==> config.mk <==
export PLATFORM = sky130hd
export DESIGN_NAME = hhmm_clock_column_scan_display_core_flat
export DESIGN_NICKNAME = d
export VERILOG_FILES = /design/src/rtl/core/hhmm_pkg.sv /design/src/rtl/core/hhmm_if.sv /design/src/rtl/core/hhmm_ctrl.sv /design/src/rtl/core/hhmm_dp.sv /design/src/rtl/core/hhmm_clock_column_scan_display_core.sv /design/src/flat_wrapper.sv
export SDC_FILE = /design/constraint.sdc
export NUM_CORES = 1
export LEC_CHECK = 0
export BUFFER_PORTS_ARGS = -buffer_cell sky130_fd_sc_hd__buf_4
export CAP_MARGIN = 10
export CORE_MARGIN = 2
export CORE_UTILIZATION = 60
export CTS_CLUSTER_DIAMETER = 60
export DETAILED_ROUTE_END_ITERATION = 10
export GPL_TIMING_DRIVEN = 0
export PLACE_DENSITY_LB_ADDON = 0.2
export RECOVER_POWER = 50
export REMOVE_ABC_BUFFERS = 1
export SKIP_CTS_REPAIR_TIMING = 1
export SLEW_MARGIN = 20
export SYNTH_ARGS = -nofsm -noshare
export SYNTH_HDL_FRONTEND = slang
export SYNTH_SLANG_ARGS = --single-unit
==> constraint.sdc <==
create_clock -name clk -period 5.1 [get_ports clk]
set_clock_uncertainty 0.15 [all_clocks]
set_input_delay 1.02 -clock clk [delete_from_list [all_inputs] [get_ports clk]]
set_output_delay 1.02 -clock clk [all_outputs]
set_load 0.1 [all_outputs]
==> src/rtl/core/hhmm_pkg.sv <==
`timescale 1ns / 1ps
// Shared types, codes, constants and font table for the HH:MM clock core.
// No dependencies; the controller, datapath and top level refer to it by scoped names.
package hhmm_pkg;

  typedef enum logic [2:0] {
    REQ_MIN_TICK = 3'd0,
    REQ_HOUR_BTN = 3'd1,
    REQ_MIN_BTN  = 3'd2,
    REQ_SWEEP    = 3'd3,
    REQ_SET_TIME = 3'd4
  } req_t;

  localparam int unsigned NUM_COLS = 23;
  localparam logic [4:0] LAST_COL   = 5'd22;
  localparam logic [4:0] H1_COL     = 5'd0;
  localparam logic [4:0] H2_COL     = 5'd5;
  localparam logic [4:0] BLANK_COL  = 5'd10;
  localparam logic [4:0] COLON_COL  = 5'd11;
  localparam logic [4:0] M1_COL     = 5'd12;
  localparam logic [4:0] M2_COL     = 5'd17;
  localparam logic [4:0] TAIL_COL   = 5'd22;
  localparam logic [7:0] COLON_BITS = 8'h24;
  localparam logic [4:0] HOUR_MAX   = 5'd23;
  localparam logic [5:0] MIN_MAX    = 6'd59;
  localparam logic [3:0] DIGIT_MAX  = 4'd9;
  localparam logic [2:0] GLYPH_MAX  = 3'd4;

  // Glyph columns for digits 0-9, bit r is row r.
  localparam logic [7:0] FONT [0:9][0:4] = '{
    '{8'h00, 8'h7F, 8'h41, 8'h41, 8'h7F},
    '{8'h00, 8'h00, 8'h04, 8'h02, 8'h7F},
    '{8'h00, 8'h79, 8'h49, 8'h49, 8'h4F},
    '{8'h00, 8'h49, 8'h49, 8'h49, 8'h7F},
    '{8'h00, 8'h0F, 8'h08, 8'h08, 8'h7F},
    '{8'h00, 8'h4F, 8'h49, 8'h49, 8'h79},
    '{8'h00, 8'h7F, 8'h49, 8'h49, 8'h79},
    '{8'h00, 8'h01, 8'h01, 8'h01, 8'h7F},
    '{8'h00, 8'h7F, 8'h49, 8'h49, 8'h7F},
    '{8'h00, 8'h0F, 8'h09, 8'h09, 8'h7F}
  };

  // Controller to datapath.
  typedef struct packed {
    logic adv_min;
    logic adv_hour;
    logic set_time;
    logic col_clear;
    logic emit;
  } hhmm_cmd_t;

  // Datapath to controller.
  typedef struct packed {
    logic out_free;
    logic col_last;
  } hhmm_sts_t;

  // Tens digit of a value below 60.
  function automatic logic [3:0] tens_of(input logic [5:0] v);
    logic [3:0] t;
    if (v >= 6'd50)      t = 4'd5;
    else if (v >= 6'd40) t = 4'd4;
    else if (v >= 6'd30) t = 4'd3;
    else if (v >= 6'd20) t = 4'd2;
    else if (v >= 6'd10) t = 4'd1;
    else                 t = 4'd0;
    return t;
  endfunction

  function automatic logic [3:0] ones_of(input logic [5:0] v, input logic [3:0] t);
    logic [5:0] base;
    base = {2'b00, t} * 6'd10;
    return 4'(v - base);
  endfunction

  function automatic logic [7:0] font_col(input logic [3:0] digit, input logic [2:0] off);
    logic [7:0] bits;
    if (digit > DIGIT_MAX || off > GLYPH_MAX) bits = 8'h00;
    else                                      bits = FONT[digit][off];
    return bits;
  endfunction

endpackage

==> src/rtl/core/hhmm_if.sv <==
`timescale 1ns / 1ps
// Valid/ready channel interfaces for the request and column beats.
// Depends on nothing; used by the top level and the datapath.
interface hhmm_in_if;
  logic       valid;
  logic       ready;
  logic [2:0] req_type;
  logic [4:0] new_hour;
  logic [5:0] new_minute;

  modport source (output valid, output req_type, output new_hour, output new_minute,
                  input ready);
  modport sink (input valid, input req_type, input new_hour, input new_minute,
                output ready);
endinterface

interface hhmm_out_if;
  logic       valid;
  logic       ready;
  logic [4:0] column_index;
  logic [7:0] column_bits;
  logic       last_column;

  modport source (output valid, output column_index, output column_bits,
                  output last_column, input ready);
  modport sink (input valid, input column_index, input column_bits,
                input last_column, output ready);
endinterface

==> src/rtl/core/hhmm_ctrl.sv <==
`timescale 1ns / 1ps
// Controller: decodes request beats and sequences the column sweep.
// Depends on hhmm_pkg.
module hhmm_ctrl (
  input  logic                 clk,
  input  logic                 rst_n,
  input  logic                 in_valid,
  input  logic [2:0]           in_req_type,
  output logic                 in_ready,
  input  hhmm_pkg::hhmm_sts_t  sts,
  output hhmm_pkg::hhmm_cmd_t  cmd
);

  typedef enum logic {
    S_IDLE,
    S_SWEEP
  } state_t;

  state_t state_r, state_nxt;
  logic   accept;

  assign in_ready = (state_r == S_IDLE);
  assign accept   = in_valid && in_ready;

  always_comb begin
    state_nxt = state_r;
    cmd       = '0;
    unique case (state_r)
      S_IDLE: begin
        if (accept) begin
          unique case (hhmm_pkg::req_t'(in_req_type)) inside
            hhmm_pkg::REQ_MIN_TICK, hhmm_pkg::REQ_MIN_BTN: cmd.adv_min = 1'b1;
            hhmm_pkg::REQ_HOUR_BTN: cmd.adv_hour = 1'b1;
            hhmm_pkg::REQ_SET_TIME: cmd.set_time = 1'b1;
            hhmm_pkg::REQ_SWEEP: begin
              cmd.col_clear = 1'b1;
              state_nxt     = S_SWEEP;
            end
            default: ; // unused codes: drop
          endcase
        end
      end
      S_SWEEP: begin
        // advance one column whenever the output register can take it
        if (sts.out_free) begin
          cmd.emit = 1'b1;
          if (sts.col_last) state_nxt = S_IDLE;
        end
      end
      default: state_nxt = S_IDLE;
    endcase
  end

  always_ff @(posedge clk) begin
    if (!rst_n) begin
      state_r <= S_IDLE;
    end else begin
      state_r <= state_nxt;
    end
  end

endmodule

==> src/rtl/core/hhmm_dp.sv <==
`timescale 1ns / 1ps
// Datapath: time registers, column counter, glyph lookup and output register.
// Depends on hhmm_pkg and hhmm_out_if.
module hhmm_dp (
  input  logic                clk,
  input  logic                rst_n,
  input  logic [4:0]          in_new_hour,
  input  logic [5:0]          in_new_minute,
  input  hhmm_pkg::hhmm_cmd_t cmd,
  output hhmm_pkg::hhmm_sts_t sts,
  hhmm_out_if.source          out_chan
);

  logic [4:0] hours_r, hours_nxt;
  logic [5:0] minutes_r, minutes_nxt;
  logic [4:0] col_r, col_nxt;
  logic       out_valid_r, out_valid_nxt;
  logic [4:0] out_index_r;
  logic [7:0] out_bits_r;
  logic       out_last_r;

  logic [3:0] h_tens, h_ones, m_tens, m_ones;
  logic [3:0] digit;
  logic [2:0] off;
  logic [7:0] col_bits;

  // Time update
  always_comb begin
    hours_nxt   = hours_r;
    minutes_nxt = minutes_r;
    if (cmd.adv_hour) begin
      hours_nxt = (hours_r >= hhmm_pkg::HOUR_MAX) ? 5'd0 : hours_r + 5'd1;
    end else if (cmd.adv_min) begin
      if (minutes_r >= hhmm_pkg::MIN_MAX) begin
        minutes_nxt = 6'd0;
        hours_nxt   = (hours_r >= hhmm_pkg::HOUR_MAX) ? 5'd0 : hours_r + 5'd1;
      end else begin
        minutes_nxt = minutes_r + 6'd1;
      end
    end else if (cmd.set_time) begin
      // ignore the whole load when either value is out of range
      if (in_new_hour <= hhmm_pkg::HOUR_MAX && in_new_minute <= hhmm_pkg::MIN_MAX) begin
        hours_nxt   = in_new_hour;
        minutes_nxt = in_new_minute;
      end
    end
  end

  // Column image
  always_comb begin
    h_tens = hhmm_pkg::tens_of({1'b0, hours_r});
    h_ones = hhmm_pkg::ones_of({1'b0, hours_r}, h_tens);
    m_tens = hhmm_pkg::tens_of(minutes_r);
    m_ones = hhmm_pkg::ones_of(minutes_r, m_tens);
    digit  = 4'd0;
    off    = 3'd0;
    col_bits = 8'h00;
    if (col_r < hhmm_pkg::H2_COL) begin
      digit    = h_tens;
      off      = 3'(col_r - hhmm_pkg::H1_COL);
      col_bits = hhmm_pkg::font_col(digit, off);
    end else if (col_r < hhmm_pkg::BLANK_COL) begin
      digit    = h_ones;
      off      = 3'(col_r - hhmm_pkg::H2_COL);
      col_bits = hhmm_pkg::font_col(digit, off);
    end else if (col_r == hhmm_pkg::COLON_COL) begin
      col_bits = hhmm_pkg::COLON_BITS;
    end else if (col_r >= hhmm_pkg::M1_COL && col_r < hhmm_pkg::M2_COL) begin
      digit    = m_tens;
      off      = 3'(col_r - hhmm_pkg::M1_COL);
      col_bits = hhmm_pkg::font_col(digit, off);
    end else if (col_r >= hhmm_pkg::M2_COL && col_r < hhmm_pkg::TAIL_COL) begin
      digit    = m_ones;
      off      = 3'(col_r - hhmm_pkg::M2_COL);
      col_bits = hhmm_pkg::font_col(digit, off);
    end
  end

  assign sts.out_free = !out_valid_r || out_chan.ready;
  assign sts.col_last = (col_r == hhmm_pkg::LAST_COL);

  always_comb begin
    col_nxt = col_r;
    if (cmd.col_clear)                 col_nxt = 5'd0;
    else if (cmd.emit && !sts.col_last) col_nxt = col_r + 5'd1;
  end

  always_comb begin
    out_valid_nxt = out_valid_r;
    if (cmd.emit)            out_valid_nxt = 1'b1;
    else if (out_chan.ready) out_valid_nxt = 1'b0;
  end

  always_ff @(posedge clk) begin
    if (!rst_n) begin
      hours_r     <= 5'd0;
      minutes_r   <= 6'd0;
      col_r       <= 5'd0;
      out_valid_r <= 1'b0;
    end else begin
      hours_r     <= hours_nxt;
      minutes_r   <= minutes_nxt;
      col_r       <= col_nxt;
      out_valid_r <= out_valid_nxt;
    end
  end

  always_ff @(posedge clk) begin
    if (cmd.emit) begin
      out_index_r <= col_r;
      out_bits_r  <= col_bits;
      out_last_r  <= sts.col_last;
    end
  end

  assign out_chan.valid        = out_valid_r;
  assign out_chan.column_index = out_index_r;
  assign out_chan.column_bits  = out_bits_r;
  assign out_chan.last_column  = out_last_r;

endmodule

==> src/rtl/core/hhmm_clock_column_scan_display_core.sv <==
`timescale 1ns / 1ps
// HH:MM clock core: controller plus datapath behind valid/ready channels.
// Depends on hhmm_pkg, hhmm_if, hhmm_ctrl and hhmm_dp.
//
// Keeps a 24-hour time and scans an 8x23 LED image out one column per beat.
// Minute ticks, hour and minute buttons and set-time requests produce no
// output beat; an out-of-range set time leaves the time unchanged. A sweep
// request produces 23 column beats, columns 0 to 22, with last_column on
// the final one. The column counter steps once per cycle while the output
// register is free, so a sweep holds off the input until the final column
// has been loaded into the output register; no request is taken during a
// sweep. The output register holds the last column beat while the next
// request is taken.
module hhmm_clock_column_scan_display_core (
  input  logic        clk,
  input  logic        rst_n,
  hhmm_in_if.sink     in_chan,
  hhmm_out_if.source  out_chan
);

  hhmm_pkg::hhmm_cmd_t cmd;
  hhmm_pkg::hhmm_sts_t sts;
  logic                in_ready;

  assign in_chan.ready = in_ready;

  hhmm_ctrl u_ctrl (
    .clk         (clk),
    .rst_n       (rst_n),
    .in_valid    (in_chan.valid),
    .in_req_type (in_chan.req_type),
    .in_ready    (in_ready),
    .sts         (sts),
    .cmd         (cmd)
  );

  hhmm_dp u_dp (
    .clk           (clk),
    .rst_n         (rst_n),
    .in_new_hour   (in_chan.new_hour),
    .in_new_minute (in_chan.new_minute),
    .cmd           (cmd),
    .sts           (sts),
    .out_chan      (out_chan)
  );

  // last_column flags exactly the final column
  a_last_col: assert property (@(posedge clk) disable iff (!rst_n)
    out_chan.valid |-> (out_chan.last_column == (out_chan.column_index == hhmm_pkg::LAST_COL)))
    else $error("last_column does not match column_index");

  // a sweep request blocks further requests on the next cycle
  a_sweep_busy: assert property (@(posedge clk) disable iff (!rst_n)
    (in_chan.valid && in_ready && in_chan.req_type == hhmm_pkg::REQ_SWEEP) |=> !in_ready)
    else $error("request taken right after a sweep start");

  // columns are never emitted while idle
  a_emit_in_sweep: assert property (@(posedge clk) disable iff (!rst_n)
    cmd.emit |-> !in_ready)
    else $error("column emitted outside a sweep");

  // requests are only taken once the final column has been loaded
  a_resume_after_last: assert property (@(posedge clk) disable iff (!rst_n)
    ($rose(in_ready)) |-> (out_chan.valid && out_chan.last_column) || $past(cmd.emit && sts.col_last))
    else $error("sweep ended before the final column");

endmodule

==> src/flat_wrapper.sv <==
// flat-port wrapper written by rule: the top's interface ports become plain ports
module hhmm_clock_column_scan_display_core_flat 
  (clk, rst_n, in_chan_valid, in_chan_req_type, in_chan_new_hour, in_chan_new_minute, in_chan_ready, out_chan_valid, out_chan_column_index, out_chan_column_bits, out_chan_last_column, out_chan_ready);
  hhmm_in_if in_chan_i ();
  hhmm_out_if out_chan_i ();
  input  logic clk;
  input  logic rst_n;
  input wire logic [$bits(in_chan_i.valid)-1:0] in_chan_valid;
  input wire logic [$bits(in_chan_i.req_type)-1:0] in_chan_req_type;
  input wire logic [$bits(in_chan_i.new_hour)-1:0] in_chan_new_hour;
  input wire logic [$bits(in_chan_i.new_minute)-1:0] in_chan_new_minute;
  output wire logic [$bits(in_chan_i.ready)-1:0] in_chan_ready;
  output wire logic [$bits(out_chan_i.valid)-1:0] out_chan_valid;
  output wire logic [$bits(out_chan_i.column_index)-1:0] out_chan_column_index;
  output wire logic [$bits(out_chan_i.column_bits)-1:0] out_chan_column_bits;
  output wire logic [$bits(out_chan_i.last_column)-1:0] out_chan_last_column;
  input wire logic [$bits(out_chan_i.ready)-1:0] out_chan_ready;
  assign in_chan_i.valid = in_chan_valid;
  assign in_chan_i.req_type = in_chan_req_type;
  assign in_chan_i.new_hour = in_chan_new_hour;
  assign in_chan_i.new_minute = in_chan_new_minute;
  assign in_chan_ready = in_chan_i.ready;
  assign out_chan_valid = out_chan_i.valid;
  assign out_chan_column_index = out_chan_i.column_index;
  assign out_chan_column_bits = out_chan_i.column_bits;
  assign out_chan_last_column = out_chan_i.last_column;
  assign out_chan_i.ready = out_chan_ready;
  hhmm_clock_column_scan_display_core u_core (.clk(clk), .rst_n(rst_n), .in_chan(in_chan_i), .out_chan(out_chan_i));
endmodule
[Word level (Yosys, flattened, before mapping)]
Memory sizes are Yosys's and may differ from the RTL's.
Index checks and enable logic that the tools add are counted.
Word-level totals
  flip-flop bits (word level): 32
  ROM bits: 2560
  input port bits: 18
  output and inout bits: 16
  logic and storage cells: 161
  memories kept: 4
Cells by class
  $add $sub $neg: 8
  multipliers: 2
  order comparisons: 36
  equal/unequal tests: 7
  multiplexer cells: 63
  bitwise gates (word level): 11
  reductions and logical operators: 22
Memory list
  (name not given): words 16, bits a word 40, read ports 1, clocked after Yosys merged registers in 0, wr ports 0, line hhmm_pkg.sv:79  | else bits = FONT[digit][off];
  (name not given): words 16, bits a word 40, read ports 1, clocked after Yosys merged registers in 0, wr ports 0, line hhmm_pkg.sv:79
  (name not given): words 16, bits a word 40, read ports 1, clocked after Yosys merged registers in 0, wr ports 0, line hhmm_pkg.sv:79
  (name not given): words 16, bits a word 40, read ports 1, clocked after Yosys merged registers in 0, wr ports 0, line hhmm_pkg.sv:79
Operator list (number)
  $mux W40: 8
  $mux W8: 17
  $bmux W8 S3: 4
  $ge A5 B5 Y1 const B: 8
  $mux W5: 6
  $mux W6: 4
  $not A4 Y5: 4
  $ge A6 B6 Y1 const B: 3
  $ge A4 B4 Y1 const B: 4
  $gt A4 B4 Y1 const B: 4
  $not A3 Y4: 4
  $mux W1: 13
  $ge A5 B6 Y1 const B: 2
  $ge A6 B5 Y1 const B: 2
  $gt A3 B3 Y1 const B: 4
  $mux W3: 4
  $add A5 B1 Y5 const B: 2
  $ge A5 B4 Y1 const B: 2
  $lt A5 B5 Y1 const B: 2
  $mux W2: 4
  $mux W4: 2
  $sub A4 B4 Y4: 2
  $add A6 B1 Y6 const B: 1
  $eq A3 B2 Y1 const B: 2
  other kinds (23): 41

[Depth between registers and ports, before layout]
Gate-level depths: netlist of the first run.
  word-level depth: 21
  mapped depth: 16
  gate-level depth less buffers: 15

[By module]
From an unflattened synthesis of the first run, not the netlist that was laid out.
Second synthesis, totals
  cells, all modules: 407
  area total of the unflattened synthesis: 3201.8 um2
By module, submodules not included
  hhmm_dp: times used 1, cells an instance 394, area each 3084.2 um2, seq. area each 730.7 um2
  hhmm_ctrl: times used 1, cells an instance 13, area each 117.6 um2, seq. area each 20.0 um2

[Worst setup path before layout of the first run]
OpenSTA, ideal clock, no wires.
  path kind: reg-to-reg
  start: register u_core.u_dp.minutes_r[0]
  end: register u_core.u_dp.out_bits_r[2] (netlist: u_core.u_dp.out_chan.column_bits[2]) (data pin)
  setup time: 259 ps
  data arrival time: 3350 ps
  data required time: 4691 ps
  slack: 1341 ps
  cell stages (with the launch flop): 15
  path buffers: 0
  clock period less this slack: 3759 ps
  cell sequence: dfxtp_1 inv_1 ha_1 or4_1 or2_2 a31o_2 ha_1 inv_1 fa_1 inv_1 nor2_1 o211ai_1 o311ai_2 a21o_1 a211o_1
Between the ends
  longest elaborated chain between the ends: 21
  elaborated cells on any way between the ends: 37
  those cells by class: add/sub (1); mul (1); order compare (7); mux (22); bitwise (2); reduce/logical (2); memory (2)
Ends and longest elaborated chain
  start, declared: line hhmm_dp.sv:15  | logic [5:0] minutes_r, minutes_nxt;
  start signal, assigned: line hhmm_dp.sv:102  | minutes_r <= minutes_nxt;
  $ge A6 B4 Y1: line hhmm_pkg.sv:65  | else if (v >= 6'd10) t = 4'd1;
  $mux W1: line hhmm_pkg.sv:65
  $mux W2: line hhmm_pkg.sv:64  | else if (v >= 6'd20) t = 4'd2;
  $mux W2: line hhmm_pkg.sv:63  | else if (v >= 6'd30) t = 4'd3;
  $mux W3: line hhmm_pkg.sv:62  | else if (v >= 6'd40) t = 4'd4;
  $mux W3: line hhmm_pkg.sv:61  | if (v >= 6'd50) t = 4'd5;
  $mul A3 B3 Y3: line hhmm_pkg.sv:72  | base = {2'b00, t} * 6'd10;
  $sub A4 B4 Y4: line hhmm_pkg.sv:73  | return 4'(v - base);
  (+5 left out)
  $mux W8 (implied by the code) (2 in a row): line hhmm_pkg.sv:79
  $mux W8: line hhmm_pkg.sv:78  | if (digit > DIGIT_MAX || off > GLYPH_MAX) bits = 8'h00;
  $mux W8: line hhmm_dp.sv:72  | end else if (col_r >= hhmm_pkg::M2_COL && col_r < hhmm_pkg::TAIL_COL) begin
  $mux W8 *: line hhmm_dp.sv:68  | end else if (col_r >= hhmm_pkg::M1_COL && col_r < hhmm_pkg::M2_COL) begin
  $mux W8 *: line hhmm_dp.sv:66  | end else if (col_r == hhmm_pkg::COLON_COL) begin
  $mux W8 *: line hhmm_dp.sv:62  | end else if (col_r < hhmm_pkg::BLANK_COL) begin
  $mux W8 *: line hhmm_dp.sv:58  | if (col_r < hhmm_pkg::H2_COL) begin
  via u_core.u_dp.col_bits[2]: line hhmm_dp.sv:25  | logic [7:0] col_bits;
  end signal, assigned: line hhmm_dp.sv:111  | out_bits_r <= col_bits;
  end, declared: line hhmm_dp.sv:19  | logic [7:0] out_bits_r;
Mark *: on every way through the listed nets, which the timed path passes. The rest lies on a longest branch. The select of a mux whose other input is x is not followed.
A chain may end at the register's enable or synchronous reset.

[Worst setup path after layout of the first run]
Same ends and word-level chain as after synthesis.

==> metrics.csv, run 1 <==
metric;value;unit
Synth Area in XOR/XNOR;2.43;%
min cycle time layout;4.19;ns
Cell Area, Synth;3250;sq um
share of total power in the clock network;30.6;%
CTS tree;built;
post-synthesis cell count;421;
layout cell share with drive strength beyond 1;8.12;%
Worst-Margin Slew;1.17;ns
multiplexer share of the synthesized area;1.23;%
final HPWL from detailed placement;6110;um
CP Class;flop to flop;
CP arrival;4.08;ns
CTS clk-pin slew, worst paths;0.07;ns
later-pin clock latency in the skew report;0.28;ns
Seq cells post-synth;31;
Max-cap violations;0;
largest net degree at the start of global routing;29;
P_int;0.500;mW
Final Wtd Congestion;0.925;
fill count;455;
Initial Util;62.7;%
DRC Markers;0;
synth top area cells;edfxtp_1 12%, ha_1 11%, dfxtp_1 11%;
Sink Count;31;
sequential element share of the synthesized area;23.1;%
min-delay worst type;flop to flop;
Vias;3237;
Compound-Gate Fraction of Synth Area;30.2;%
register area;751;sq um
# IOs;34;
Net Sw Frac;35.4;%
Psw;0.274;mW
post-synthesis adder-cell area fraction;13.0;%
Overflow after GRT;0;
PortBufs;32;
first-pass GRT wire length;13500;um
setup TNS;0;ns
Core Area;5170;sq um
WL/cell;16.2;um
synth-to-layout area growth;7.67;%
Die ar.;6010;sq um
number of global-route vias before repair;2879;
initial antenna violation count;0;
Inserted Clock Buffers;5;
final core utilization;67.6;%
startpoint types;flop;
total power;0.774;mW
number of diodes;0;
GRT Total Usage;27.4;%
sequential power share;37.3;%
yosys warns;0;
Synth Flop Type;dfxtp_1;
CTS max path bufs;2;
Post-synth EDFFs;13;
post-route setup slack;0.906;ns
Fin Hold WS;0.356;ns
die width;77.6;um
Yosys cell types;74;
fmax;238;MHz
Place WS;0.946;ns
Pwr Density;221;nW/um^2
CTS Root Buffer Type;clkbuf_8;
Final Max Tran Viols;0;
RSZ-0062 raised after global routing;false;
largest area contributor in the netlist;edfxtp_1;
DRT iter0 DRCs;424;
Static Leak;1.37;nW
setup violators final;0;
combinational power share;32.1;%
WL final;8110;um
Simple-Gate Fraction of Synth Area;22.8;%
NumNets Final;479;
Synth top area share;12.0;%
Vias/cell;6.46;
largest family of logic cells by synthesized area;compound AO/OA/AOI/OAI gates;
area of the multi-input gates;2270;sq um
outcome;finished clean;
crit path max fanout;9;
CP endpoint kind;flop;
CP required;4.99;ns
Die Y;77.6;um
Final period util;82.2;%
worst rel slew slack;22.2;%
std cell rows;26;
Final ANT Viol Nets;0;
final hold violations;0;
VDD IR max;0.000110;V
asr flop ratio synth;0;%
mean cell area of the mapped netlist;7.71;sq um
1st-pass router iterations;5;
H-tree levels;2;
cells by family (layout without fill, tap and decap cells):
group | count (synthesis) | count (layout)
xor gates and xnor gates | 9 | 9
DFF | 31 | 31
muxes | 4 | 4
buffers and inverters | 56 | 66
and+or+nand+nor | 148 | 148
other | 1 | 1
adders and majority gates | 33 | 33
AOI/OAI and AO/OA | 139 | 139
path summary, 6_finish.rpt:
check	startpoint	endpoint	slack (ns)	cells after the start
min	u_core.u_ctrl.state_r$_SDFF_PN0_	u_core.u_ctrl.state_r$_SDFF_PN0_	0.36	2
max	u_core.u_dp.minutes_r[0]$_SDFFE_PN0P_	u_core.u_dp.out_chan.column_bits[2]$_DFFE_PP_	0.91	14
max reg2reg	u_core.u_dp.minutes_r[0]$_SDFFE_PN0P_	u_core.u_dp.out_chan.column_bits[2]$_DFFE_PP_	0.91	14
min reg2reg	u_core.u_ctrl.state_r$_SDFF_PN0_	u_core.u_ctrl.state_r$_SDFF_PN0_	0.36	2
power by group through the flow:
stage	combinational [mW]	clock [mW]	sequential (mW)
2_1_floorplan	0.170	0	0.307
3_3_place_gp	0.240	0	0.293
3_5_place_dp	0.244	0	0.294
4_1_cts	0.246	0.239	0.288
5_1_grt	0.274	0.248	0.291
6_report	0.248	0.237	0.289
sequential cells by signal, summed over array words and instances, names as in the netlist:
register and cells:
u_core.u_dp.out_chan.valid 1, u_core.u_dp.out_chan.column_index 5, u_core.u_dp.minutes_r 6, u_core.u_dp.out_chan.column_bits 7, u_core.u_dp.out_chan.last_column 1, u_core.u_dp.hours_r 5
u_core.u_ctrl.state_r 1, u_core.u_dp.col_r 5
cells in the mapped netlist (3+ instances only):
cell / n
a211oi_1: 6
a21boi_0: 3
a21o_1: 3
a21oi_1: 28
a221oi_1: 4
a31oi_1: 11
a32o_1: 3
and2_1: 3
and3_1: 5
buf_2: 4
clkbuf_1: 21
dfxtp_1: 18
edfxtp_1: 13
ha_1: 29
inv_1: 25
mux2i_1: 4
nand2_1: 42
nand2b_1: 6
nand3_1: 14
nand4_1: 4
nor2_1: 35
nor2b_1: 9
nor3_1: 15
o2111ai_1: 4
o211ai_1: 6
o21a_1: 5
o21ai_0: 28
o22ai_1: 6
o31ai_1: 3
xnor2_1: 4
xor2_1: 5
layout make-up:
| cell class | instances | share of cell area (%) |
|---|---|---|
| multi-input combinational | 334 | 64.9 |
| sequential | 31 | 21.5 |
| timing repair buffer | 32 | 5.26 |
| inverter | 26 | 2.79 |
| tap | 70 | 2.51 |
| clock buffer | 5 | 1.97 |
| clock inverter | 3 | 1.11 |
critical path: stages (launching register included):
cell and delay (ns):
dfxtp_1 0.45, inv_1 0.23, ha_1 0.25, or4_1 0.45, or2_2 0.30, a31o_2 0.30, ha_1 0.19, inv_1 0.06
fa_1 0.50, inv_1 0.17, nor2_1 0.08, o211ai_1 0.21, o311ai_2 0.15, a21o_1 0.18, a211o_1 0.28
cells in the final DEF, fill, tap and decap left out, drive strengths merged, types with 11 or more instances in the layout:
cell,synthesis,final
edfxtp,13,13
dfxtp,18,18
inv,25,25
buf,8,16
nand3,14,14
nand2,42,42
clkbuf,22,21
nor3,15,15
o21ai,28,28
nor2,35,35
a31oi,11,11
a21oi,30,30
ha,29,29
routing by layer:
metal,vias up,routed length [um],track usage [%]
met5,-,0,0
met1,1502,3610,37.2
met4,0,180,9.29
met2,154,3780,45.0
met3,18,539,3.49
li1,1563,-,-
per-stage QoR:
stage	cell area [sq um]	cells
floorplan	3120	391
global placement	3440	493
detailed placement	3440	493
CTS	3550	501
global route	3490	501
finish	3490	501
Note: power is estimated with default switching activity, not from simulation.
==> run 2, diff against run 1 <==
clock period = 4.26 ns   (was 5.1 ns; I/O delays follow)
==> run 2 against run 1 <==
Core utilization increased by 0.94 points; flip-flop and latch count unchanged; final cell count increased by 0.80%; worst setup slack got worse by 0.69 ns; die area unchanged; highest routed layer unchanged; via count unchanged; power increased by 21%; global-route usage unchanged; register-to-register slack got worse by 0.69 ns; count of clock-buffer cells in the layout unchanged; combinational power increased by 23%; sequential power increased by 20%.
==> metrics.csv, run 2 (same netlist as run 1, synthesis figures left out) <==
metric;value;unit;change
startpoint types;flop;;unchanged
CP endpoint kind;flop;;unchanged
commonest non-fill, non-tap cells in the layout;42 x nand2_1, 35 x nor2_1, 29 x ha_1;;unchanged
Die ar.;6010;sq um;unchanged
CTS clk-pin slew, worst paths;0.07;ns;about the same
synth-to-layout area growth;9.18;%;was 7.67%
Worst-Margin Slew;1.17;ns;about the same
total power;0.936;mW;was 0.774 mW
Overflow after GRT;0;;unchanged
Placed Area;3440;sq um;unchanged
WL/cell;16.2;um;about the same
post-route setup slack;0.214;ns;was 0.906 ns
Final Wtd Congestion;0.925;;unchanged
Inserted Clock Buffers;5;;unchanged
later-pin clock latency in the skew report;0.29;ns;was 0.28 ns
Vias;3237;;unchanged
DRT iter0 DRCs;386;;was 424
RSZ-0062 raised after global routing;false;;unchanged
setup TNS;0;ns;unchanged
crit path max fanout;7;;was 9
die width;77.6;um;unchanged
hold_sp;u_core.u_ctrl.state_r$_SDFF_PN0_;;unchanged
min cycle time layout;4.05;ns;was 4.19 ns
Die Y;77.6;um;unchanged
DRC Markers;0;;unchanged
Max-cap violations;0;;unchanged
Sink Count;31;;unchanged
Place WS;0.106;ns;was 0.946 ns
worst rel slew slack;22.3;%;was 22.2%
number of diodes;0;;unchanged
# IOs;34;;unchanged
Initial Util;62.7;%;unchanged
final HPWL from detailed placement;6110;um;unchanged
FF-to-FF path depth;14;;unchanged
H-tree levels;2;;unchanged
Static Leak;1.39;nW;was 1.37 nW
R2R Setup Slk;0.21;ns;was 0.91 ns
layout cell share with drive strength beyond 1;10.1;%;was 8.12%
1st-pass router iterations;5;;unchanged
std cell rows;26;;unchanged
CTS max path bufs;2;;unchanged
NumNets Final;483;;was 479
CP required;4.15;ns;was 4.99 ns
min-delay worst type;flop to flop;;unchanged
WL final;8200;um;was 8110 um
Final period util;95.0;%;was 82.2%
hold path endpoint;u_core.u_ctrl.state_r$_SDFF_PN0_;;unchanged
max reg flops;7;;unchanged
Pwr Density;264;nW/um^2;was 221 nW/um^2
CP Class;flop to flop;;unchanged
Vias/cell;6.41;;was 6.46
CTS tree;built;;unchanged
CTS Root Buffer Type;clkbuf_8;;unchanged
Final Max Tran Viols;0;;unchanged
initial antenna violation count;0;;unchanged
hold path depth;2;;unchanged
GRT Total Usage;27.4;%;unchanged
setup violators final;0;;unchanged
PortBufs;32;;unchanged
finished layout cell area;3540;sq um;was 3490 sq um
Final ANT Viol Nets;0;;unchanged
Core Area;5170;sq um;unchanged
first-pass GRT wire length;13500;um;unchanged
fmax;247;MHz;was 238 MHz
outcome;finished clean;;unchanged
final hold violations;0;;unchanged
CP arrival;3.93;ns;was 4.08 ns
VDD IR max;0.000132;V;was 0.000110 V
reg-to-reg startpoint;u_core.u_dp.minutes_r[0]$_SDFFE_PN0P_;;unchanged
largest net degree at the start of global routing;29;;unchanged
leading cell type in the layout, fill and taps excluded;nand2_1;;unchanged
worst r2r dst;u_core.u_dp.out_chan.column_bits[2]$_DFFE_PP_;;unchanged
number of global-route vias before repair;2879;;unchanged
-- run 2: per-stage QoR --
step | std cells | hold WS [ns] | utilization [%]
global route | 505 | 0.408 | 68.5
floorplan | 391 | 0.313 | -
CTS | 501 | 0.354 | 68.7
detailed placement | 493 | 0.340 | 66.6
global placement | 493 | 0.336 | 66.6
finish | 505 | 0.356 | 68.5
-- run 2: layout make-up --
cell class                      count  area (sq um)
Multi-Input combinational cell    334          2280
Fill cell                         445          1630
Tap cell                           70          87.6
Sequential cell                    31           753
Timing Repair Buffer               36           214
Inverter                           26           101
Clock buffer                        5          68.8
Clock inverter                      3          38.8
-- run 2: routing by layer --
layer	track usage (%)	share of wire, %	vias up
li1	-	-	1568
met1	37.2	44	1508
met2	45.0	47	140
met3	3.49	6.1	21
met4	9.29	2.5	0
met5	0	0	-
-- run 2: power by group --
group | leakage (nW) | internal [mW] | switching [mW]
Combinational | 1.07 | 0.112 | 0.192
Clock | 0.0556 | 0.171 | 0.114
Sequential | 0.264 | 0.320 | 0.0263
Total | 1.39 | 0.603 | 0.333
-- run 2: worst max-delay path: stages, from the launching register on --
cell and delay, ns:
dfxtp_2 0.41, clkinvlp_4 0.16, ha_1 0.21, or4_1 0.45, or2_2 0.30, a31o_2 0.30
ha_1 0.18, inv_1 0.06, fa_1 0.50, inv_1 0.17, nor2_1 0.09, o211ai_1 0.21
o311ai_2 0.15, a21o_1 0.18, a211o_1 0.28
-- run 2: worst max path at each step --
stage | cells past startpoint | slack (ns) | endpoint | start
floorplan | 14 | 0.50 | u_core.u_dp.out_chan.column_bits[2]$_DFFE_PP_ | u_core.u_dp.minutes_r[0]$_SDFFE_PN0P_
global placement | 14 | 0.18 | u_core.u_dp.out_chan.column_bits[5]$_DFFE_PP_ | u_core.u_dp.minutes_r[0]$_SDFFE_PN0P_
detailed placement | 14 | 0.11 | u_core.u_dp.out_chan.column_bits[2]$_DFFE_PP_ | u_core.u_dp.minutes_r[0]$_SDFFE_PN0P_
CTS | 14 | 0.09 | u_core.u_dp.out_chan.column_bits[2]$_DFFE_PP_ | u_core.u_dp.minutes_r[0]$_SDFFE_PN0P_
global route | 14 | 0.02 | u_core.u_dp.out_chan.column_bits[2]$_DFFE_PP_ | u_core.u_dp.minutes_r[0]$_SDFFE_PN0P_
finish | 14 | 0.21 | u_core.u_dp.out_chan.column_bits[2]$_DFFE_PP_ | u_core.u_dp.minutes_r[0]$_SDFFE_PN0P_
